`config.mk`:
```
export PLATFORM = sky130hd
export DESIGN_NAME = sd_spi_command_engine_flat
export DESIGN_NICKNAME = d
export VERILOG_FILES = /design/src/rtl/core/sdc_pkg.sv /design/src/rtl/core/sdc_if.sv /design/src/rtl/core/sdc_front.sv /design/src/rtl/core/sdc_queue.sv /design/src/rtl/core/sdc_back.sv /design/src/rtl/core/sd_spi_command_engine.sv /design/src/flat_wrapper.sv
export SDC_FILE = /design/constraint.sdc
export NUM_CORES = 1
export LEC_CHECK = 0
export BUFFER_PORTS_ARGS = -buffer_cell sky130_fd_sc_hd__buf_2
export CAP_MARGIN = 10
export CORE_MARGIN = 3
export CORE_UTILIZATION = 30
export CTS_BUF_LIST = sky130_fd_sc_hd__clkbuf_4 sky130_fd_sc_hd__clkbuf_8 sky130_fd_sc_hd__clkbuf_16
export CTS_CLUSTER_DIAMETER = 40
export CTS_CLUSTER_SIZE = 30
export DETAILED_ROUTE_END_ITERATION = 10
export PLACE_DENSITY = 0.51
export SYNTH_ARGS = -nofsm -noshare
export SYNTH_HDL_FRONTEND = slang
export SYNTH_HIERARCHICAL = 1
export SYNTH_SLANG_ARGS = --single-unit
```
`constraint.sdc`:
```
create_clock -name clk -period 4.7 [get_ports clk]
set_clock_uncertainty 0.2 [all_clocks]
set_input_delay 0.47 -clock clk [delete_from_list [all_inputs] [get_ports clk]]
set_output_delay 0.47 -clock clk [all_outputs]
set_load 0.005 [all_outputs]
```
`src/rtl/core/sdc_pkg.sv`:
```
package sdc_pkg;

	// Depth of the job queue between the front and the back end.
	localparam int unsigned QDepth = 2;
	localparam int unsigned QPtrW = $clog2(QDepth);

	// Bus constants.
	localparam logic [7:0] IdleByte = 8'hFF;
	localparam logic [7:0] CmdStartBit = 8'h40;
	localparam logic [7:0] PollLimitReset = 8'd128;

	// Input word actions.
	localparam logic ActIssue = 1'b0;
	localparam logic ActRecv = 1'b1;

	// Byte positions of an outgoing command run.
	localparam logic [3:0] StepDeselect = 4'd0;
	localparam logic [3:0] StepSelect = 4'd1;
	localparam logic [3:0] StepCmd = 4'd2;
	localparam logic [3:0] StepArg3 = 4'd3;
	localparam logic [3:0] StepArg2 = 4'd4;
	localparam logic [3:0] StepArg1 = 4'd5;
	localparam logic [3:0] StepArg0 = 4'd6;
	localparam logic [3:0] StepCrc = 4'd7;
	localparam logic [3:0] StepPollCrc = 4'd8;

	// One job handed from the front end to the back end. A frame job expands into
	// a whole command run; any other job is a single poll or response word.
	typedef struct packed {
		logic        is_frame;
		logic [7:0]  cmd;
		logic [31:0] arg;
		logic        crc_en;
		logic        is_poll;
		logic [7:0]  resp;
		logic        no_answer;
	} sdc_job_t;

endpackage

```
`src/rtl/core/sdc_if.sv`:
```
// Input channel: one word is either a command issue or a byte received from the card.
interface sdc_in_if;
	logic        valid;
	logic        ready;
	logic        action;
	logic [7:0]  command_byte;
	logic [31:0] argument;
	logic        crc_enable;
	logic [7:0]  received_byte;

	modport source (output valid, action, command_byte, argument, crc_enable, received_byte,
		input ready);
	modport sink (input valid, action, command_byte, argument, crc_enable, received_byte,
		output ready);
endinterface

// Output channel: one word is a bus byte to exchange or the command's response.
interface sdc_out_if;
	logic       valid;
	logic       ready;
	logic       tx_valid;
	logic [7:0] tx_byte;
	logic       select_asserted;
	logic       last_in_run;
	logic       response_valid;
	logic [7:0] response;
	logic       no_answer;

	modport source (output valid, tx_valid, tx_byte, select_asserted, last_in_run,
		response_valid, response, no_answer, input ready);
	modport sink (input valid, tx_valid, tx_byte, select_asserted, last_in_run,
		response_valid, response, no_answer, output ready);
endinterface

```
`src/rtl/core/sdc_front.sv`:
```
module sdc_front (
	input  logic             clk,
	input  logic             arst_n,
	sdc_in_if.sink           req,
	input  logic             cfg_we,
	input  logic [7:0]       cfg_wdata,
	input  logic             full,
	output logic             push,
	output sdc_pkg::sdc_job_t push_job
);
	import sdc_pkg::*;

	logic       accept;
	logic       awaiting_q;
	logic [7:0] poll_count_q;
	logic [7:0] poll_limit_q;
	logic       got_answer;
	logic       give_up;

	// Words are taken whenever the queue has room.
	assign req.ready = !full;
	assign accept = req.valid && !full;

	assign got_answer = (req.received_byte != IdleByte);
	assign give_up = (poll_count_q >= poll_limit_q);

	// Classify the word and build the job for the back end.
	always_comb begin
		push = 1'b0;
		push_job = '0;
		push_job.cmd = req.command_byte | CmdStartBit;
		push_job.arg = req.argument;
		push_job.crc_en = req.crc_enable;
		if (accept) begin
			if (req.action == ActIssue) begin
				push = 1'b1;
				push_job.is_frame = 1'b1;
			end else if (awaiting_q) begin
				push = 1'b1;
				if (got_answer) begin
					push_job.resp = req.received_byte;
				end else if (give_up) begin
					push_job.resp = IdleByte;
					push_job.no_answer = 1'b1;
				end else begin
					push_job.is_poll = 1'b1;
				end
			end
		end
	end

	// Response tracking state.
	always_ff @(posedge clk or negedge arst_n) begin
		if (!arst_n) begin
			awaiting_q <= 1'b0;
			poll_count_q <= '0;
		end else if (accept) begin
			if (req.action == ActIssue) begin
				awaiting_q <= 1'b1;
				poll_count_q <= '0;
			end else if (awaiting_q) begin
				if (got_answer || give_up) begin
					awaiting_q <= 1'b0;
				end else begin
					poll_count_q <= poll_count_q + 8'd1;
				end
			end
		end
	end

	// Poll limit register.
	always_ff @(posedge clk or negedge arst_n) begin
		if (!arst_n) begin
			poll_limit_q <= PollLimitReset;
		end else if (cfg_we) begin
			poll_limit_q <= cfg_wdata;
		end
	end

endmodule

```
`src/rtl/core/sdc_queue.sv`:
```
module sdc_queue (
	input  logic              clk,
	input  logic              arst_n,
	input  logic              push,
	input  sdc_pkg::sdc_job_t push_job,
	input  logic              pop,
	output sdc_pkg::sdc_job_t pop_job,
	output logic              full,
	output logic              empty
);
	import sdc_pkg::*;

	sdc_job_t           slot_q [QDepth];
	logic [QPtrW-1:0]   wr_ptr_q;
	logic [QPtrW-1:0]   rd_ptr_q;
	logic [QPtrW:0]     count_q;
	logic               do_push;
	logic               do_pop;

	assign full = (count_q == (QPtrW + 1)'(QDepth));
	assign empty = (count_q == '0);
	assign do_push = push && !full;
	assign do_pop = pop && !empty;
	assign pop_job = slot_q[rd_ptr_q];

	// Slot storage.
	always_ff @(posedge clk) begin
		if (do_push) begin
			slot_q[wr_ptr_q] <= push_job;
		end
	end

	// Pointers and fill count.
	always_ff @(posedge clk or negedge arst_n) begin
		if (!arst_n) begin
			wr_ptr_q <= '0;
			rd_ptr_q <= '0;
			count_q <= '0;
		end else begin
			if (do_push) begin
				wr_ptr_q <= (wr_ptr_q == QPtrW'(QDepth - 1)) ? '0 : wr_ptr_q + 1'b1;
			end
			if (do_pop) begin
				rd_ptr_q <= (rd_ptr_q == QPtrW'(QDepth - 1)) ? '0 : rd_ptr_q + 1'b1;
			end
			if (do_push && !do_pop) begin
				count_q <= count_q + 1'b1;
			end else if (do_pop && !do_push) begin
				count_q <= count_q - 1'b1;
			end
		end
	end

endmodule

```
`src/rtl/core/sdc_back.sv`:
```
module sdc_back (
	input  logic              clk,
	input  logic              arst_n,
	input  logic              empty,
	input  sdc_pkg::sdc_job_t pop_job,
	output logic              pop,
	sdc_out_if.source         rsp
);
	import sdc_pkg::*;

	// One byte of CRC7 (x^7 + x^3 + 1), most significant bit first.
	function automatic logic [6:0] crc7_byte(input logic [6:0] crc_in, input logic [7:0] data);
		logic [6:0] crc;
		logic       fb;
		crc = crc_in;
		for (int i = 7; i >= 0; i--) begin
			fb = data[i] ^ crc[6];
			crc = {crc[5:0], 1'b0} ^ (fb ? 7'h09 : 7'h00);
		end
		return crc;
	endfunction

	sdc_job_t   job_q;
	logic       busy_q;
	logic [3:0] step_q;
	logic [6:0] crc_q;
	logic [3:0] last_step;
	logic [7:0] frame_byte;
	logic       last;
	logic       fire;
	logic       done;
	logic       load;

	// Byte of the command run at the current position.
	always_comb begin
		case (step_q)
			StepCmd:     frame_byte = job_q.cmd;
			StepArg3:    frame_byte = job_q.arg[31:24];
			StepArg2:    frame_byte = job_q.arg[23:16];
			StepArg1:    frame_byte = job_q.arg[15:8];
			StepArg0:    frame_byte = job_q.arg[7:0];
			StepCrc:     frame_byte = job_q.crc_en ? {crc_q, 1'b1} : IdleByte;
			default:     frame_byte = IdleByte;
		endcase
	end

	assign last_step = job_q.crc_en ? StepPollCrc : StepCrc;
	assign last = !job_q.is_frame || (step_q == last_step);

	// Output word, driven from the job register and the step counter.
	always_comb begin
		rsp.valid = busy_q;
		rsp.last_in_run = last;
		if (job_q.is_frame) begin
			rsp.tx_valid = 1'b1;
			rsp.tx_byte = frame_byte;
			rsp.select_asserted = (step_q != StepDeselect);
			rsp.response_valid = 1'b0;
			rsp.response = '0;
			rsp.no_answer = 1'b0;
		end else begin
			rsp.tx_valid = job_q.is_poll;
			rsp.tx_byte = job_q.is_poll ? IdleByte : 8'h00;
			rsp.select_asserted = 1'b1;
			rsp.response_valid = !job_q.is_poll;
			rsp.response = job_q.is_poll ? 8'h00 : job_q.resp;
			rsp.no_answer = !job_q.is_poll && job_q.no_answer;
		end
	end

	// A new job is taken as soon as the last word of the previous one leaves.
	assign fire = busy_q && rsp.ready;
	assign done = fire && last;
	assign load = !empty && (!busy_q || done);
	assign pop = load;

	// Job register.
	always_ff @(posedge clk) begin
		if (load) begin
			job_q <= pop_job;
		end
	end

	// Sequencer: byte position and running CRC.
	always_ff @(posedge clk or negedge arst_n) begin
		if (!arst_n) begin
			busy_q <= 1'b0;
			step_q <= StepDeselect;
			crc_q <= '0;
		end else if (load) begin
			busy_q <= 1'b1;
			step_q <= StepDeselect;
			crc_q <= '0;
		end else if (done) begin
			busy_q <= 1'b0;
		end else if (fire) begin
			step_q <= step_q + 4'd1;
			if (step_q inside {[StepCmd:StepArg0]}) begin
				crc_q <= crc7_byte(crc_q, frame_byte);
			end
		end
	end

endmodule

```
`src/rtl/core/sd_spi_command_engine.sv`:
```
// Host side of one SD card command over SPI.
// req takes one word per cycle unless full: an issue word (action 0) frames a command,
// a receive word (action 1) hands in the byte read during the last poll exchange.
// rsp returns one word per cycle unless stalled. An issue yields 8 words (9 with CRC):
// 0xFF with select released, 0xFF selected, command, four argument bytes, the CRC7
// byte when enabled, and one 0xFF poll. A receive word yields one word, either another
// poll or the R1 response; receive words while no response is pending yield nothing.
// cfg_we/cfg_wdata write the poll limit (extra polls before no_answer is flagged).
// An accepted word is held in a queue slot and then in the back end's job register
// before its first result; the back end sends one word per cycle while rsp is ready.
// A two-entry job queue sits between the front end and the back end, so req keeps
// accepting while rsp stalls until the queue fills; results are never dropped.
// Reset clears the queue and the pending response and sets the poll limit to 128.
module sd_spi_command_engine (
	input  logic       clk,
	input  logic       arst_n,
	sdc_in_if.sink     req,
	sdc_out_if.source  rsp,
	input  logic       cfg_we,
	input  logic [7:0] cfg_wdata
);
	import sdc_pkg::*;

	sdc_job_t push_job;
	sdc_job_t pop_job;
	logic     push;
	logic     pop;
	logic     full;
	logic     empty;

	sdc_front u_front (
		.clk      (clk),
		.arst_n   (arst_n),
		.req      (req),
		.cfg_we   (cfg_we),
		.cfg_wdata(cfg_wdata),
		.full     (full),
		.push     (push),
		.push_job (push_job)
	);

	sdc_queue u_queue (
		.clk     (clk),
		.arst_n  (arst_n),
		.push    (push),
		.push_job(push_job),
		.pop     (pop),
		.pop_job (pop_job),
		.full    (full),
		.empty   (empty)
	);

	sdc_back u_back (
		.clk    (clk),
		.arst_n (arst_n),
		.empty  (empty),
		.pop_job(pop_job),
		.pop    (pop),
		.rsp    (rsp)
	);

endmodule

```
`src/flat_wrapper.sv`:
```
// flat-port wrapper written by rule: the top's interface ports become plain ports
module sd_spi_command_engine_flat import sdc_pkg::*;
  (clk, arst_n, cfg_we, cfg_wdata, req_valid, req_action, req_command_byte, req_argument, req_crc_enable, req_received_byte, req_ready, rsp_valid, rsp_tx_valid, rsp_tx_byte, rsp_select_asserted, rsp_last_in_run, rsp_response_valid, rsp_response, rsp_no_answer, rsp_ready);
  sdc_in_if req_i ();
  sdc_out_if rsp_i ();
  input  logic clk;
  input  logic arst_n;
  input  logic cfg_we;
  input  logic [7:0] cfg_wdata;
  input wire logic [$bits(req_i.valid)-1:0] req_valid;
  input wire logic [$bits(req_i.action)-1:0] req_action;
  input wire logic [$bits(req_i.command_byte)-1:0] req_command_byte;
  input wire logic [$bits(req_i.argument)-1:0] req_argument;
  input wire logic [$bits(req_i.crc_enable)-1:0] req_crc_enable;
  input wire logic [$bits(req_i.received_byte)-1:0] req_received_byte;
  output wire logic [$bits(req_i.ready)-1:0] req_ready;
  output wire logic [$bits(rsp_i.valid)-1:0] rsp_valid;
  output wire logic [$bits(rsp_i.tx_valid)-1:0] rsp_tx_valid;
  output wire logic [$bits(rsp_i.tx_byte)-1:0] rsp_tx_byte;
  output wire logic [$bits(rsp_i.select_asserted)-1:0] rsp_select_asserted;
  output wire logic [$bits(rsp_i.last_in_run)-1:0] rsp_last_in_run;
  output wire logic [$bits(rsp_i.response_valid)-1:0] rsp_response_valid;
  output wire logic [$bits(rsp_i.response)-1:0] rsp_response;
  output wire logic [$bits(rsp_i.no_answer)-1:0] rsp_no_answer;
  input wire logic [$bits(rsp_i.ready)-1:0] rsp_ready;
  assign req_i.valid = req_valid;
  assign req_i.action = req_action;
  assign req_i.command_byte = req_command_byte;
  assign req_i.argument = req_argument;
  assign req_i.crc_enable = req_crc_enable;
  assign req_i.received_byte = req_received_byte;
  assign req_ready = req_i.ready;
  assign rsp_valid = rsp_i.valid;
  assign rsp_tx_valid = rsp_i.tx_valid;
  assign rsp_tx_byte = rsp_i.tx_byte;
  assign rsp_select_asserted = rsp_i.select_asserted;
  assign rsp_last_in_run = rsp_i.last_in_run;
  assign rsp_response_valid = rsp_i.response_valid;
  assign rsp_response = rsp_i.response;
  assign rsp_no_answer = rsp_i.no_answer;
  assign rsp_i.ready = rsp_ready;
  sd_spi_command_engine u_core (.clk(clk), .arst_n(arst_n), .req(req_i), .rsp(rsp_i), .cfg_we(cfg_we), .cfg_wdata(cfg_wdata));
endmodule
```
# Word-level counts from Yosys, hierarchy flattened
# Memories as Yosys holds them, arrays and structs flattened. A register that Yosys moved wholly into a read port is not among the register bits.
# Cells that the tools add are included.
[classes]
bitwise_logic = 16
n_reduce_logical = 29
n_mux = 53
n_eq_ne = 12
add_sub_neg = 6
magnitude_cmp = 3
[op_table]
columns = ["operator", "n"]
rows = [
  ["$mux 8", 9],
  ["$xor 7x4->7", 8],
  ["$mux 4", 12],
  ["$pmux 8 s6", 1],
  ["$mux 10", 3],
  ["$mux 7", 4],
  ["$mux 1", 21],
  ["$eq 4x3->1 const B", 4],
  ["$logic_and 1x1->1", 10],
  ["$mux 9", 1],
  ["$add 8x1->8 const B", 1],
  ["$eq 4x2->1 const B", 2],
  ["$ge 8x8->1", 1],
  ["$ne 8x8->1 const B", 1],
  ["$reduce_bool 2->1", 4],
  ["$xor 1x1->1", 8],
  ["$logic_not 1->1", 7],
  ["$reduce_and 3->1", 2],
  ["$add 4x1->4 const B", 1],
  ["$eq 4x4->1", 1],
  ["$ge 4x2->1 const B", 1],
  ["$le 4x3->1 const B", 1],
  ["$mux 2", 2],
  ["$ne 2x1->1 const B", 2],
  ["9 further kinds", 12],
]
[word_totals]
mem_count = 1
reg_bits = 41
input_bits = 63
elab_cells = 130
ram_bits = 102
[memory_table]
columns = ["memory", "words", "word_bits", "rd", "rd_ports_with_merged_regs", "wr", "line_no", "rtl"]
rows = [
  ["u_core.u_queue.slot_q", 2, 51, 1, 1, 1, "sdc_queue.sv:13", "sdc_job_t slot_q [QDepth];"],
]

# Depth between registers and ports, before layout
# Gate-level depths: netlist (run 1).
[depth]
word_depth = 30
mapped_depth = 12

# By module
# The synthesis (run 1) kept the hierarchy.
[modules_own_cells]
columns = ["mod", "area_per_inst_um2", "cells_per_inst", "seq_area_each_um2", "n_inst"]
rows = [
  ["sdc_queue", 4200.3, 181, 3223.1, 1],
  ["sdc_back", 2959.1, 220, 1861.8, 1],
  ["sdc_front", 1488.9, 177, 426.7, 1],
]

# Least setup slack after synthesis (run 1)
# OpenSTA, ideal clock, no wires.
[synth_path]
path_type = "register to register"
from = "reg u_core.u_queue.count_q[0]"
to = "mem u_core/u_queue/slot_q[0][0] in the netlist's numbering, enable pin"
path_buffers = 1
path_slack_ns = 0.686
arrival_ns = 3.352
required_time_ns = 4.038
path_stages_with_launch = 9
synth_period_minus_slack_ns = 4.014
setup_time_ns = 0.462
cell_sequence = "dfrtp_1 nand2b_1 inv_1 inv_1 nand2_1 clkbuf_1 a21oi_1 nand2_1 nor2_1"
[synth_via]
elab_chain_cells = 7
[synth_rtl]
columns = ["item", "line_no", "rtl"]
rows = [
  ["start, declared", "sdc_queue.sv:16", "logic [QPtrW:0] count_q;"],
  ["start signal, assigned", "sdc_queue.sv:47", "count_q <= count_q + 1'b1;"],
  ["start signal, assigned", "sdc_queue.sv:49", "count_q <= count_q - 1'b1;"],
  ["$eq 2x2->1", "sdc_queue.sv:20", "assign full = (count_q == (QPtrW + 1)'(QDepth));"],
  ["named net u_core.full", "sd_spi_command_engine.sv:28", "logic full;"],
  ["$logic_not 1->1", "--", ""],
  ["named net req_ready", "flat_wrapper.sv:16", "output wire logic [$bits(req_i.ready)-1:0] req_ready;"],
  ["$logic_and 1x1->1", "sdc_front.sv:22", "assign accept = req.valid && !full;"],
  ["$mux 1", "sdc_front.sv:34", "if (accept) begin"],
  ["named net u_core.push", "sd_spi_command_engine.sv:26", "logic push;"],
  ["$logic_and 1x1->1", "sdc_queue.sv:22", "assign do_push = push && !full;"],
  ["$mux 1", "sdc_queue.sv:28", "if (do_push) begin"],
  ["$mux 1 (not written as such)", "sdc_queue.sv:29", "slot_q[wr_ptr_q] <= push_job;"],
  ["end, declared", "sdc_queue.sv:13", ""],
]
# The timed path passes the listed nets, and every way through them passes these cells.

# Worst setup path in the final report (run 1)
[layout_path]
from = "reg u_core.u_back.step_q[0]"
to = "out rsp_tx_byte[6]"
[layout_via]
elab_chain_cells = 3
elab_cells_between_ends = 8
[layout_rtl]
columns = ["item", "line_no", "rtl"]
rows = [
  ["start, declared", "sdc_back.sv:25", "logic [3:0] step_q;"],
  ["start signal, assigned", "sdc_back.sv:88", "step_q <= StepDeselect;"],
  ["start signal, assigned", "sdc_back.sv:92", "step_q <= StepDeselect;"],
  ["start signal, assigned", "sdc_back.sv:97", "step_q <= step_q + 4'd1;"],
  ["$eq 4x3->1 / $eq 4x2->1 (equally long branches)", "sdc_back.sv:36", "case (step_q)"],
  ["$pmux 8 s6 (*)", "sdc_back.sv:36", ""],
  ["$mux 8 (*)", "sdc_back.sv:54", "if (job_q.is_frame) begin"],
  ["end, declared", "flat_wrapper.sv:19", "output wire logic [$bits(rsp_i.tx_byte)-1:0] rsp_tx_byte;"],
]
# Mark *: on every way between the ends. The rest lies on a longest branch, timed or not.

==> results of run 1 <==
cell type report:
class | instances | area [um^2]
flip-flops and latches | 189 | 5513
multi-input cells | 305 | 2580
clock inverters | 15 | 188.9
fillers | 2772 | 18290
clock buffers | 17 | 425.4
inverters | 22 | 82.58
well taps | 378 | 473.0
repair buffers | 97 | 539.3
state kept, by name (all words and copies together) (netlist names):
register	cells
u_core/u_queue/slot_q	104
u_core/u_back/job_q	52
u_core/u_front/poll_count_q	8
u_core/u_front/poll_limit_q	8
u_core/u_back/crc_q	7
u_core/u_back/step_q	4
u_core/u_queue/count_q	2
u_core/u_back/rsp.valid	1
u_core/u_front/awaiting_q	1
u_core/u_queue/rd_ptr_q	1
u_core/u_queue/wr_ptr_q	1
worst paths after layout:
path / from / endpoint / slack, ns
max in group asynchronous: arst_n / u_core/u_queue/rd_ptr_q / 3.27
setup / recovery: u_core/u_back/step_q[0] / rsp_tx_byte[6] / 1.00
hold / removal: req_argument[23] / u_core/u_queue/slot_q[0][34] / 0.02
min in group asynchronous: arst_n / u_core/u_front/poll_count_q[7] / 0.46
setup reg to reg: u_core/u_back/step_q[0] / u_core/u_back/crc_q[6] / 1.20
hold reg to reg: u_core/u_front/poll_limit_q[0] / u_core/u_front/poll_limit_q[0] / 0.32
worst reg2reg max path, stage by stage (launching register included):
cell and delay (ns):
dfrtp_1 0.53, inv_1 0.15, ha_1 0.36, nand2b_4 0.20
o41ai_2 0.74, or4_1 0.31, xnor3_1 0.44, mux2_2 0.28
a21o_1 0.18
power breakdown:
group | internal, mW | switching [mW]
Clock | 0.731 | 0.725
Sequential | 2.32 | 0.263
Combinational | 0.812 | 0.878
cell families (layout without fill, tap and decap cells):
group / Yosys count / in the layout / share of synthesized area, %
AOI/OAI and AO/OA: 82 / 82 / 7.234
buffers and inverters: 84 / 151 / 6.539
other: 1 / 1 / 0.04336
adders and majority gates: 14 / 14 / 2.025
and+or+nand+nor: 129 / 129 / 8.145
muxes: 56 / 56 / 9.389
DFF: 189 / 189 / 63.73
xor gates and xnor gates: 23 / 23 / 2.894
cells in the mapped netlist, drive strengths merged, types with 3 or more instances:
cell type,instances
a21o,4
a21oi,11
a221oi,4
a222oi,3
a22oi,4
a31oi,3
a32oi,4
and2,19
and3,8
buf,52
clkbuf,10
dfrtp,32
edfxtp,156
ha,14
inv,22
mux2,54
nand2,28
nand2b,10
nand3,15
nand3b,3
nand4,4
nor2,23
nor2b,6
nor3,3
o211ai,10
o21ai,19
o221ai,3
o22ai,4
or4,3
xnor2,13
xnor3,3
xor2,7
metrics by stage:
stage	power, mW	setup WS (ns)	area, um^2
after floorplan	3.917	0.6864	8648
after global placement	4.288	1.378	9106
after detailed placement	4.334	1.273	9106
after CTS	5.808	1.008	9731
after global routing	6.071	0.7476	9802
final	5.729	1.005	9802
routing by layer:
layer,vias up,track usage (%),wire length (um),share of wire [%]
li1,2226,-,-,-
met1,2295,14.38,7550,46
met2,100,17.41,7915,48
met3,20,3.048,714,4.3
met4,2,3.893,293,1.8
met5,-,0,20,0.12
==> reports/qor.txt, run 1 <==
Hold Slack -> 0.02451 ns
Commonest non-fill, non-tap cell in the layout -> edfxtp_1
DP HPWL -> 11440 um
Vias -> 4643
Clk root buf -> clkbuf_16
Area of the mapped netlist -> 8648 um^2
Power per cell area -> 584.5 nW/um^2
Clock Tree Buf Depth -> 2
DIE AREA -> 30900 um^2
CP bufs+invs -> 2
Mapped Cells -> 578
Relative slew slack -> 39.23%
Final Cycle Share -> 78.63%
Final setup vio count -> 0
Hold Path Class -> in2reg
Antenna cell count -> 0
Fin Setup TNS -> 0 ns
Post-DRT Antenna Nets -> 0
Main area contributors after synthesis -> edfxtp_1, dfrtp_1, mux2_4
Top Ports -> 86
GP Congestion -> 0.8293
Clock Pin Slew Worst Setup and Hold Paths -> 0.08 ns
Die X -> 175.8 um
CP arrival -> 3.03 ns
Peak supply drop -> 0.2371 mV
Routed vias/inst -> 4.539
Dpl cells -> 983
DR DRC count -> 0
Achievable Freq -> 270.6 MHz
Final #Nets -> 709
Seq cells post-synth -> 189
PostCTS Resize Cnt -> 0
Fin util -> 34.90%
Minimum clock period -> 3.695 ns
Drt pass-1 iters -> 4
Total clock sinks -> 189
Total Routed Length -> 16490 um
Die Ht -> 175.8 um
Post-synth EDFFs -> 156
Critical Path, Cell by Cell -> inv_1 > ha_1 > nand2b_4 > o41ai_2 > or4_1 > nor2_1 > nor2_1 > buf_2
Antenna violations before repair -> 1
# Max-Cap Violations -> 0
Fin. max-slew vios -> 0
Critical-path top delay cell -> o41ai_2
Status -> complete, no violations
PortBufs -> 84
Worst Reg-to-Reg Cells -> 8
Setup Buffers After CTS -> 0
CP delay by family, top -> compound AO/OA/AOI/OAI gates
Core box area -> 28090 um^2
Top cell by count, worst path -> nor2_1
Hold_buf cts -> 1
Synth top area share -> 54.17%
Synth async-reset ratio -> 17.46%
First DRT Iteration DRCs -> 224
Number of global-route vias before repair -> 4798
Largest net degree at the start of global routing -> 42
Routed WL per cell -> 16.12 um
Sequential area share after synthesis -> 63.73%
TritonCTS clock tree -> yes
Yosys cell types -> 68
CP peak stage delay -> 0.74 ns
Lkg Pwr -> 3.781 nW
Fraction of layout cells with a size suffix above 1 -> 30.08%
Non-filler instance count after layout -> 1023
Final Hold Viols -> 0
Synth Area per Inst -> 14.96 um^2
Syn Nets -> 655
Total congestion overflow -> 0
CP Launch Type -> flip-flop
Top FF cell, synth -> edfxtp_1
Largest area contributor in the synthesized netlist -> edfxtp_1
Synth warn -> 6
Commonest cells after routing, fill and taps aside -> edfxtp_1, buf_2, mux2_4
RSZ-0062 raised after global routing -> false
Worst hold path depth -> 1
CTS H-tree lvls -> 4
Crit. End Element -> output port
Worst-Margin Slew -> 0.9017 ns
CTS buffer count -> 17
GR Util All Layers -> 10.96%
Crit path depth -> 8
# rows -> 61
WP data required -> 4.03 ns
Path type of the worst setup path -> reg2out
Worst-skew pair later-pin latency -> 0.43 ns
Global-route wire length before repair -> 26430 um
Max Fanout on Critical Path -> 9
Syn-to-layout area delta -> 13.34%
Initial core utilization -> 30.79%
Power figures use the tool's default switching activity.
==> run 2, diff against run 1 <==
==> constraint.sdc (replaced) <==
create_clock -name clk -period 3.4 [get_ports clk]
set_clock_uncertainty 0.2 [all_clocks]
set_input_delay 0.34 -clock clk [delete_from_list [all_inputs] [get_ports clk]]
set_output_delay 0.34 -clock clk [all_outputs]
set_load 0.005 [all_outputs]
==> run 2 against run 1 <==
Routed wire length increased by 1.5%. Power increased by 41%. Critical path depth unchanged. Non-clock buffer count increased by 50. Worst hold slack improved by 0.016 ns. Register-to-register slack got worse by 0.84 ns. Via count increased by 3.9%. Die area unchanged. Largest cell class unchanged.
==> reports/qor.txt, run 2 (synthesis results as in run 1) <==
Status -> complete, no violations
Switching Fraction -> 31.81% (-0.77 points)
CP peak stage delay -> 0.61 ns (-0.13 ns)
Max reg flops -> 104 (unchanged)
Number of global-route vias before repair -> 5066 (+5.6%)
Relative slew slack -> 49.15% (+9.9 points)
Antenna violations before repair -> 1 (unchanged)
CP Launch Type -> flip-flop
Total clock sinks -> 189 (unchanged)
Clock Tree Buf Depth -> 2 (unchanged)
Core box area -> 28090 um^2 (unchanged)
Hold endpoint -> u_core/u_queue/slot_q[1][4]
Syn-to-layout area delta -> 19.24%
Fin Setup TNS -> 0 ns (unchanged)
Final Cycle Share -> 95.14%
CTS H-tree lvls -> 4 (unchanged)
CP arrival -> 2.69 ns (-0.34 ns)
Antenna cell count -> 0 (unchanged)
First DRT Iteration DRCs -> 280 (+25%)
Clock Pin Slew Worst Setup and Hold Paths -> 0.08 ns (about the same)
GP Congestion -> 0.8312 (+0.23%)
Top cell by count, worst path -> nor2_1
Gate power share -> 30.7% (+1.2 points)
Biggest regs -> u_core/u_queue/slot_q x104, u_core/u_back/job_q x52
Final setup vio count -> 0 (unchanged)
Hold Path Class -> in2reg
Largest net degree at the start of global routing -> 53 (+26%)
Worst hold path depth -> 2 (+1)
RSZ-0062 raised after global routing -> false
Most flops, register -> u_core/u_queue/slot_q
Worst Reg-to-Reg Cells -> 8 (unchanged)
DR DRC count -> 0 (unchanged)
Minimum clock period -> 3.235 ns
Clock network power share -> 25.4% (about the same)
Crit. End Element -> output port
Drt pass-1 iters -> 5 (+1)
R2R Path End -> u_core/u_back/crc_q[6]
Clk root buf -> clkbuf_16
Final #Nets -> 759 (+7.1%)
# Max-Cap Violations -> 0 (unchanged)
Critical Path, Cell by Cell -> inv_1 > ha_1 > a22oi_1 > o21ai_1 > or4_1 > nor2_1 > nor2_1 > buf_2
Hold Slack -> 0.04094 ns (+0.01644 ns)
Share of power burned in registers -> 43.9% (-1.2 points)
Routed WL per cell -> 15.60 um (-3.3%)
Worst-Margin Slew -> 0.7628 ns (-0.1390 ns)
Global-route wire length before repair -> 27340 um (+3.4%)
R2R setup slack -> 0.36 ns (-0.84 ns)
Reg-to-Reg Start -> u_core/u_back/step_q[1]
WP data required -> 2.86 ns (-1.17 ns)
# rows -> 61 (unchanged)
Total congestion overflow -> 0 (unchanged)
Die Ht -> 175.8 um (unchanged)
Fillers -> 2755 (-0.61%)
Commonest non-fill, non-tap cell in the layout -> edfxtp_1
Final WS setup -> 0.1652 ns (-0.8394 ns)
Design Area, Final -> 10310 um^2 (+5.2%)
DIE AREA -> 30900 um^2 (unchanged)
Internal Dissipation -> 5.497 mW (+42%)
Routed vias/inst -> 4.498 (-0.90%)
DP HPWL -> 11580 um (+1.3%)
Power per cell area -> 781.7 nW/um^2 (+34%)
Total Routed Length -> 16740 um (+1.5%)
Lkg Pwr -> 3.988 nW (+5.5%)
Critical-path top delay cell -> or4_1
Post-DRT Antenna Nets -> 0 (unchanged)
Commonest cells after routing, fill and taps aside -> edfxtp_1, buf_2, dlygate4sd3_1, mux2_4
Max Fanout on Critical Path -> 9 (unchanged)
Sw Pwr -> 2.564 mW (+37%)
Peak supply drop -> 0.3296 mV (+39%)
Setup WS pre-CTS -> 0.3013 ns (-0.9719 ns)
Top Ports -> 86 (unchanged)
TritonCTS clock tree -> yes
PortBufs -> 84 (unchanged)
Vias -> 4826 (+3.9%)
Worst-skew pair later-pin latency -> 0.43 ns (about the same)
Final Hold Viols -> 0 (unchanged)
Initial core utilization -> 30.79% (unchanged)
Path type of the worst setup path -> reg2out
CTS buffer count -> 17 (unchanged)
Placed Area -> 9186 um^2 (+0.88%)
Achievable Freq -> 309.1 MHz
Hold path start -> req_received_byte[3]
Fraction of layout cells with a size suffix above 1 -> 30.07% (about the same)
GR Util All Layers -> 11.23% (+0.27 points)
Fin. max-slew vios -> 0 (unchanged)
Die X -> 175.8 um (unchanged)
-- run 2: worst max-delay path: cells and delay by family, from the launching register on --
kind	cells	cell delay [ns]
AO/OA/AOI/OAI	2	0.35
AND/OR/NAND/NOR	3	0.85
buffers and inverters	2	0.27
adder cells (fa/ha/maj)	1	0.33
flip-flops	1	0.47
-- run 2: metal layers --
metal  GRT usage, %  up-vias  part of all wire (%)
met2          18.43      134                    49
met5              0        -                  0.12
met4          3.761        2                   1.3
li1               -     2317                     -
met1          14.76     2356                    45
met3          2.486       17                   4.1
-- run 2: cell type report --
cell class	count	area, um^2	share of cell area [%]
repair buffers	147	1028	9.973
multi-input cells	305	2587	25.09
clock inverters	14	191.4	1.856
flip-flops and latches	189	5517	53.49
well taps	378	473.0	4.586
inverters	22	82.58	0.8008
clock buffers	18	432.9	4.198
-- run 2: power groups by stage --
stage                     sequential, mW  clock [mW]  combinational, mW
final                               3.54        2.05               2.47
after global routing                3.60        2.22               2.72
after CTS                           3.54        2.13               2.51
after detailed placement            3.59           0               2.45
after global placement              3.58           0               2.39
after floorplan                     3.42           0               1.99
-- run 2: repair_timing --
item | CTS | global route
hold buffers | 49 | 0
hold endpoints to repair | 120 | 0
gates resized for setup | 0 | 6
setup endpoints to repair | 0 | 5
setup buffers | 0 | 0
-- run 2: stage by stage --
stage	cells	utilization (%)	power, mW
2_1_floorplan	578	-	5.411
3_3_place_gp	992	32.71	5.968
5_1_grt	1073	36.72	8.542
4_1_cts	1073	36.68	8.178
3_5_place_dp	992	32.71	6.042
6_report	1073	36.72	8.062
-- run 2: worst max path at each step --
stage,startpoint,end,slack (ns),cells after the start
detailed placement,u_core/u_back/step_q[0],u_core/u_back/crc_q[6],0.30,8
floorplan,u_core/u_queue/count_q[0],u_core/u_queue/slot_q[0][0],0.25,8
finish,u_core/u_back/step_q[1],rsp_tx_byte[6],0.17,8
global placement,u_core/u_back/step_q[0],u_core/u_back/crc_q[6],0.37,8
CTS,u_core/u_back/step_q[0],rsp_tx_byte[6],0.04,8
global route,u_core/u_back/step_q[1],rsp_tx_byte[6],0.01,8
